--- src/hw/rtl/assert_macros.svh ---
// Assertion shorthands, clocked on clk and held off during reset.
`ifndef ASSERT_MACROS_SVH
`define ASSERT_MACROS_SVH

// Expression must hold on every edge.
`define ASSERT_ALWAYS(name, expr, msg) \
	name: assert property (@(posedge clk) disable iff (!arst_n) (expr)) else $error(msg);

// Antecedent on one edge implies consequent on the next.
`define ASSERT_NEXT(name, ante, cons, msg) \
	name: assert property (@(posedge clk) disable iff (!arst_n) (ante) |=> (cons)) else $error(msg);

`endif

--- src/hw/rtl/pstb_pkg.sv ---
`timescale 1ns / 1ps

package pstb_pkg;

	localparam int SLOTS_DEF = 16;
	localparam int SLOT_W = 4;
	localparam logic [15:0] RUNS_FOREVER = 16'hFFFF;

	// controller -> datapath commands
	typedef struct packed {
		logic load;     // write one slot from the load fields
		logic capture;  // latch elapsed time for a tick
		logic issue;    // read slot at idx into the pipeline
		logic flush;    // emit the held word as last
	} pstb_cmd_t;

endpackage

--- src/hw/rtl/pstb_ctrl.sv ---
`timescale 1ns / 1ps

module pstb_ctrl #(
	parameter int SLOTS = pstb_pkg::SLOTS_DEF,
	parameter int IW = 4
) (
	input  logic              clk,
	input  logic              arst_n,
	input  logic              start,
	input  logic              mode,
	output logic              busy,
	output pstb_pkg::pstb_cmd_t cmd,
	output logic [IW-1:0]     idx
);

	localparam logic [2:0] ST_IDLE  = 3'd0;
	localparam logic [2:0] ST_SCAN  = 3'd1;
	localparam logic [2:0] ST_DR1   = 3'd2;
	localparam logic [2:0] ST_DR2   = 3'd3;
	localparam logic [2:0] ST_FLUSH = 3'd4;

	localparam logic [IW-1:0] LAST_IDX = IW'(SLOTS - 1);

	logic [2:0]    state_q;
	logic [2:0]    state_d;
	logic [IW-1:0] cnt_q;
	logic          idle;

	assign idle = (state_q == ST_IDLE);
	assign busy = !idle;
	assign idx  = cnt_q;

	always_comb begin
		cmd.load    = idle && start && mode;
		cmd.capture = idle && start && !mode;
		cmd.issue   = (state_q == ST_SCAN);
		cmd.flush   = (state_q == ST_FLUSH);
	end

	always_comb begin
		state_d = state_q;
		unique case (state_q)
			ST_IDLE: begin
				if (start && !mode)
					state_d = ST_SCAN;
			end
			ST_SCAN: begin
				if (cnt_q == LAST_IDX)
					state_d = ST_DR1;
			end
			ST_DR1:   state_d = ST_DR2;
			ST_DR2:   state_d = ST_FLUSH;
			ST_FLUSH: state_d = ST_IDLE;
			default:  state_d = ST_IDLE;
		endcase
	end

	always_ff @(posedge clk or negedge arst_n) begin
		if (!arst_n) begin
			state_q <= ST_IDLE;
			cnt_q   <= '0;
		end else begin
			state_q <= state_d;
			if (cmd.capture)
				cnt_q <= '0;
			else if (cmd.issue)
				cnt_q <= cnt_q + IW'(1);
		end
	end

endmodule

--- src/hw/rtl/pstb_datapath.sv ---
`timescale 1ns / 1ps

module pstb_datapath #(
	parameter int SLOTS = pstb_pkg::SLOTS_DEF,
	parameter int IW = 4
) (
	input  logic                      clk,
	input  logic                      arst_n,
	input  pstb_pkg::pstb_cmd_t       cmd,
	input  logic [IW-1:0]             idx,
	input  logic [15:0]               elapsed_ms,
	input  logic [pstb_pkg::SLOT_W-1:0] slot,
	input  logic [30:0]               load_period,
	input  logic [30:0]               load_delay,
	input  logic [15:0]               load_runs,
	input  logic                      load_has_action,
	output logic                      strobe,
	output logic [pstb_pkg::SLOT_W-1:0] fired_slot,
	output logic                      last
);

	logic [30:0] period_mem [SLOTS];
	logic [31:0] rem_mem    [SLOTS];
	logic [15:0] runs_mem   [SLOTS];

	logic [SLOTS-1:0] runs_vld_q;
	logic [SLOTS-1:0] pend_q;
	logic [SLOTS-1:0] act_q;
	logic [15:0]      elapsed_q;

	// stage 1: registered memory reads
	logic          valid_s1;
	logic [IW-1:0] idx_s1;
	logic [30:0]   per_s1;
	logic [31:0]   rem_s1;
	logic [15:0]   runs_raw_s1;
	logic          vld_s1;

	// stage 2: saturated difference
	logic          valid_s2;
	logic [IW-1:0] idx_s2;
	logic [30:0]   per_s2;
	logic [31:0]   r_s2;
	logic [15:0]   runs_s2;
	logic          active_s2;

	logic          held_vld_q;
	logic [IW-1:0] held_idx_q;
	logic          strobe_q;
	logic          last_q;
	logic [pstb_pkg::SLOT_W-1:0] fired_q;

	logic          load_ok;
	logic [IW-1:0] load_idx;
	logic [15:0]   runs_s1;
	logic [32:0]   diff_s1;
	logic [31:0]   r_s1;
	logic          expire;
	logic [31:0]   new_rem;
	logic          pend_new;
	logic          fire;
	logic          dec;
	logic          rem_we;
	logic [IW-1:0] rem_addr;
	logic [31:0]   rem_wdata;
	logic          runs_we;
	logic [IW-1:0] runs_addr;
	logic [15:0]   runs_wdata;

	assign load_ok  = cmd.load && (int'(slot) < SLOTS);
	assign load_idx = IW'(slot);

	// stage 1 math: remaining minus elapsed, clamp at the most negative value
	assign runs_s1 = vld_s1 ? runs_raw_s1 : 16'd0;
	assign diff_s1 = {rem_s1[31], rem_s1} - {17'd0, elapsed_q};
	assign r_s1    = (diff_s1[32] && !diff_s1[31]) ? 32'h8000_0000 : diff_s1[31:0];

	// stage 2: reload on expiry, fire and count down
	assign expire   = valid_s2 && active_s2 && (r_s2[31] || (r_s2 == 32'd0));
	assign new_rem  = expire ? (r_s2 + {1'b0, per_s2}) : r_s2;
	assign pend_new = pend_q[idx_s2] || expire;
	assign fire     = valid_s2 && pend_new && act_q[idx_s2];
	assign dec      = fire && (runs_s2 != pstb_pkg::RUNS_FOREVER) && (runs_s2 != 16'd0);

	assign rem_we    = load_ok || (valid_s2 && active_s2);
	assign rem_addr  = load_ok ? load_idx : idx_s2;
	assign rem_wdata = load_ok ? {1'b0, load_delay} : new_rem;
	assign runs_we   = load_ok || dec;
	assign runs_addr = load_ok ? load_idx : idx_s2;
	assign runs_wdata = load_ok ? load_runs : (runs_s2 - 16'd1);

	always_ff @(posedge clk) begin
		if (load_ok)
			period_mem[load_idx] <= load_period;
		if (rem_we)
			rem_mem[rem_addr] <= rem_wdata;
		if (runs_we)
			runs_mem[runs_addr] <= runs_wdata;
		if (cmd.issue) begin
			per_s1      <= period_mem[idx];
			rem_s1      <= rem_mem[idx];
			runs_raw_s1 <= runs_mem[idx];
		end
	end

	always_ff @(posedge clk) begin
		if (cmd.capture)
			elapsed_q <= elapsed_ms;
		idx_s1    <= idx;
		vld_s1    <= runs_vld_q[idx];
		idx_s2    <= idx_s1;
		per_s2    <= per_s1;
		r_s2      <= r_s1;
		runs_s2   <= runs_s1;
		active_s2 <= (runs_s1 != 16'd0);
		if (fire)
			held_idx_q <= idx_s2;
		fired_q <= pstb_pkg::SLOT_W'(held_idx_q);
	end

	always_ff @(posedge clk or negedge arst_n) begin
		if (!arst_n) begin
			runs_vld_q <= '0;
			pend_q     <= '0;
			act_q      <= '0;
			valid_s1   <= 1'b0;
			valid_s2   <= 1'b0;
			held_vld_q <= 1'b0;
			strobe_q   <= 1'b0;
			last_q     <= 1'b0;
		end else begin
			valid_s1 <= cmd.issue;
			valid_s2 <= valid_s1;
			if (load_ok) begin
				runs_vld_q[load_idx] <= 1'b1;
				act_q[load_idx]      <= load_has_action;
				pend_q[load_idx]     <= 1'b0;
			end else if (valid_s2) begin
				pend_q[idx_s2] <= pend_new && !fire;
			end
			// one word held back so the final one can carry last
			strobe_q <= 1'b0;
			last_q   <= 1'b0;
			if (fire) begin
				held_vld_q <= 1'b1;
				strobe_q   <= held_vld_q;
			end else if (cmd.flush) begin
				held_vld_q <= 1'b0;
				strobe_q   <= held_vld_q;
				last_q     <= held_vld_q;
			end
		end
	end

	assign strobe     = strobe_q;
	assign last       = last_q;
	assign fired_slot = fired_q;

endmodule

--- src/hw/rtl/periodic_software_timer_bank.sv ---
`timescale 1ns / 1ps
// Channel  | Handshake                     | Words
// ---------+-------------------------------+---------------------------------------
// command  | start && !busy                | mode, elapsed_ms, slot, load_period,
//          |                               | load_delay, load_runs, load_has_action
// result   | strobe, one cycle per word    | fired_slot, last
//
// A load is done in the accept cycle; busy stays low.
// After accept, a tick holds busy through a scan of one slot per cycle through the
// slot memories' single read port, two pipeline stages, then a flush of the held word.
// Fired words leave in the cycle after the following fired slot is found, the last word
// in the cycle after the flush. Asynchronous active-low reset clears all slots to inactive.
// The receiver cannot stall; every word is on the result ports for exactly one cycle.

module periodic_software_timer_bank #(
	parameter int SLOTS = pstb_pkg::SLOTS_DEF
) (
	input  logic        clk,
	input  logic        arst_n,
	input  logic        start,
	output logic        busy,
	input  logic        mode,
	input  logic [15:0] elapsed_ms,
	input  logic [3:0]  slot,
	input  logic [30:0] load_period,
	input  logic [30:0] load_delay,
	input  logic [15:0] load_runs,
	input  logic        load_has_action,
	output logic        strobe,
	output logic [3:0]  fired_slot,
	output logic        last
);

	`include "assert_macros.svh"

	localparam int IW = (SLOTS > 1) ? $clog2(SLOTS) : 1;

	pstb_pkg::pstb_cmd_t cmd;
	logic [IW-1:0]       idx;

	pstb_ctrl #(
		.SLOTS(SLOTS),
		.IW(IW)
	) u_ctrl (
		.clk(clk),
		.arst_n(arst_n),
		.start(start),
		.mode(mode),
		.busy(busy),
		.cmd(cmd),
		.idx(idx)
	);

	pstb_datapath #(
		.SLOTS(SLOTS),
		.IW(IW)
	) u_dp (
		.clk(clk),
		.arst_n(arst_n),
		.cmd(cmd),
		.idx(idx),
		.elapsed_ms(elapsed_ms),
		.slot(slot),
		.load_period(load_period),
		.load_delay(load_delay),
		.load_runs(load_runs),
		.load_has_action(load_has_action),
		.strobe(strobe),
		.fired_slot(fired_slot),
		.last(last)
	);

	`ASSERT_ALWAYS(a_last_has_strobe, !last || strobe, "last without strobe")
	`ASSERT_ALWAYS(a_strobe_from_tick, !strobe || $past(busy), "word outside a tick")
	`ASSERT_NEXT(a_tick_goes_busy, start && !busy && !mode, busy, "tick not started")
	`ASSERT_NEXT(a_load_stays_idle, start && !busy && mode, !busy, "load held busy")

endmodule

--- config.mk ---
export PLATFORM = sky130hd
export DESIGN_NAME = periodic_software_timer_bank
export DESIGN_NICKNAME = d
export VERILOG_FILES = /design/src/hw/rtl/pstb_pkg.sv /design/src/hw/rtl/pstb_ctrl.sv /design/src/hw/rtl/pstb_datapath.sv /design/src/hw/rtl/periodic_software_timer_bank.sv
export VERILOG_INCLUDE_DIRS = /design/src /design/src/hw/rtl
export SDC_FILE = /design/constraint.sdc
export NUM_CORES = 2
export LEC_CHECK = 0
export ABC_AREA = 1
export CAP_MARGIN = 10
export CELL_PAD_IN_SITES_DETAIL_PLACEMENT = 1
export CELL_PAD_IN_SITES_GLOBAL_PLACEMENT = 1
export CORE_MARGIN = 2
export CORE_UTILIZATION = 41
export DETAILED_ROUTE_END_ITERATION = 12
export DONT_BUFFER_PORTS = 1
export HOLD_SLACK_MARGIN = 0.03
export PLACE_DENSITY = 0.76
export SYNTH_ARGS = -nofsm -noshare
export SYNTH_HDL_FRONTEND = slang
export SYNTH_SLANG_ARGS = --single-unit
--- constraint.sdc ---
create_clock -name clk -period 11 [get_ports clk]
set_clock_uncertainty 0.05 [all_clocks]
set_input_delay 0.55 -clock clk [delete_from_list [all_inputs] [get_ports clk]]
set_output_delay 0.55 -clock clk [all_outputs]
set_load 0.02 [all_outputs]
==> out/metrics.csv <==
metric,value,unit
synth-seq-cells,1516,
critPathSlowestCell,buf_4,
ctsResizeCount,0,
routedWlPerCell,26.5,µm
drive_gt1_share,7.51,%
rows,143,
grt_max_degree,207,
ant_nets,0,
die_x,394,µm
syn_inst,5384,
io_pins,110,
end_kind,flop,
grt_pass1_vias,45700,
maxSlewHeadroom,13.4,%
antenna_found_initial,18,
critPathLaunchType,flop,
drt_iter0_drc,4981,
grt.total_usage,25.4,%
fin_nets,5546,
vias,43800,
fmaxAchievable,214,MHz
power,22.6,mW
min_period,4660,ps
initial_core_util,41.2,%
cp_cell_sequence,inv_8 > buf_12 > buf_4 > o21ai_0 > o221ai_1 > nand3_1 > nand3_1,
portBuffers,0,
fin_crit_sh,42.4,%
critPathArrivalTime,5270,ps
slew_violations,0,
avgSynthCellArea,11.6,µm²
synth.distinct_cells,43,
ir_drop,0.193,mV
synth-seq-area-share,71.0,%
slowest_delay,920,ps
cts-root-buf,clkbuf_16,
drv_cap,0,
setup_violations,0,
dp_hpwl,118000,µm
routed_wl,200000,µm
via_per_inst,5.79,
yosys_most_used_dff,edfxtp_1,
powerDensity,320,nW/µm²
synth_edf_count,1363,
critPathRequiredTime,11610,ps
die_y,394,µm
min_path_cells,3,
area_delta_synth_final,12.9,%
cpMostUsedCell,nand3_1,
synth_warnings,0,
fin_tns_setup,0,ps
cts.clk_slew.worst_paths,60,ps
hold_path.class,primary input to flop,
power.leakage,24.8,nW
grt_setup_unrepaired,no,
cts_tree,done,
firstDrtPassIters,5,
synthArstFlopShare,3.96,%
worst_r2r_path_depth,7,
cts_buffers,155,
h-tree-depth,4,
core,152000,µm²
grt_pass1_wl,295000,µm
layout_commonest_cell,edfxtp_1,
tightest_slew,1290,ps
syn_area,62400,µm²
layout_common_cells,"edfxtp_1, nor2_1, nand2_1",
critical_path_class,flop to flop,
die_area,155000,µm²
crit_fanout,206,
drc,0,
clk_path_buf_depth,3,
gp_congestion,0.917,
grt-ovfl-total,0,
clkSinkCount,1516,
status,completed,
finalHoldViolations,0,
synth.net_count,5540,
insertion_delay,800,ps
[synthesized netlist by cell type (33+ instances only)]
cell type / number / area share, %
a21oi_1: 92 / 0.74
buf_2: 39 / 0.31
clkbuf_1: 226 / 1.4
dfrtp_1: 60 / 2.4
dfxtp_1: 93 / 3.0
edfxtp_1: 1363 / 66
ha_1: 51 / 1.0
inv_1: 351 / 2.1
nand2_1: 772 / 4.6
nand3_1: 233 / 1.9
nor2_1: 856 / 5.1
o211ai_1: 33 / 0.40
o21ai_0: 697 / 5.6
o221ai_1: 127 / 1.8
o22ai_1: 189 / 1.9
[cell type report]
class / count / area (µm²)
antenna: 5 / 12.5
clock buffer: 205 / 4150
clock inverter: 87 / 992
fill: 15900 / 81100
inverter: 362 / 1380
multi-input combinational: 3215 / 15900
sequential: 1516 / 44300
tap: 2030 / 2540
timing repair buffer: 140 / 1240
[cell families after synthesis]
group,synth area share (%)
AND/OR/NAND/NOR,12.5
flip-flops,71.0
AO/OA/AOI/OAI,10.9
buffers and inverters,4.04
adder cells (fa/ha/maj),1.09
XOR/XNOR,0.519
[critical path, delay by kind of cell, from the launching register on]
| kind | cells | cell delay, ps |
|---|---|---|
| buf+inv | 3 | 2310 |
| simple gates | 2 | 350 |
| flops | 1 | 770 |
| compound gates | 2 | 610 |
[power breakdown]
group | switching, mW | internal, mW
registers | 0.645 | 8.15
clock network | 2.34 | 3.03
logic | 6.39 | 2.04
[final timing paths]
kind / from / end / slack, ps
max reg2reg: u_ctrl.idx[0] / u_dp.rem_s1[18] / 6340
min in group asynchronous: arst_n / u_ctrl.idx[0] / 280
max in group asynchronous: arst_n / u_dp.runs_vld_q[4] / 10270
min reg2reg: u_dp.idx_s1[2] / u_dp.idx_s2[2] / 280
max: u_ctrl.idx[0] / u_dp.rem_s1[18] / 6340
min: mode / u_ctrl.state_q[0] / 70
[what timing repair did]
| action | CTS | global route |
|---|---|---|
| hold buffers | 51 | 0 |
| setup buffers | 0 | 0 |
| endpoints found under the hold margin | 575 | 0 |
[layer usage]
layer,GRT usage [%],up-vias,wire [µm]
li1,-,19100,-
met2,41.8,1840,96700
met3,4.55,446,14900
met1,33.2,22300,80900
met5,0,-,91
met4,10.0,14,7860
[registers in the layout, summed over array words and instances (netlist names), 3 cells and up]
signal,cells
u_dp.runs_raw_s1,16
u_dp.r_s2,32
u_dp.pend_q,16
u_dp.runs_vld_q,16
u_dp.period_mem,496
u_dp.rem_mem,512
u_ctrl.state_q,3
u_dp.runs_s2,16
u_dp.per_s2,31
u_dp.fired_slot,4
u_dp.idx_s1,4
u_dp.idx_s2,4
u_dp.held_idx_q,4
u_dp.elapsed_q,16
u_ctrl.idx,4
u_dp.per_s1,31
u_dp.act_q,16
u_dp.rem_s1,32
u_dp.runs_mem,256
[metrics by stage]
stage	area, µm²	hold WS (ps)	setup WS, ps	instances	util (%)
3_3_place_gp	64800	217	6900	7209	42.7
4_1_cts	70400	33.1	6560	7552	46.5
6_report	70500	69.0	6340	7560	46.5
2_1_floorplan	62400	204	3280	5384	-
5_1_grt	70500	83.3	6220	7556	46.5
3_5_place_dp	64800	217	6690	7209	42.7
Note: power is estimated with default switching activity, not from simulation.
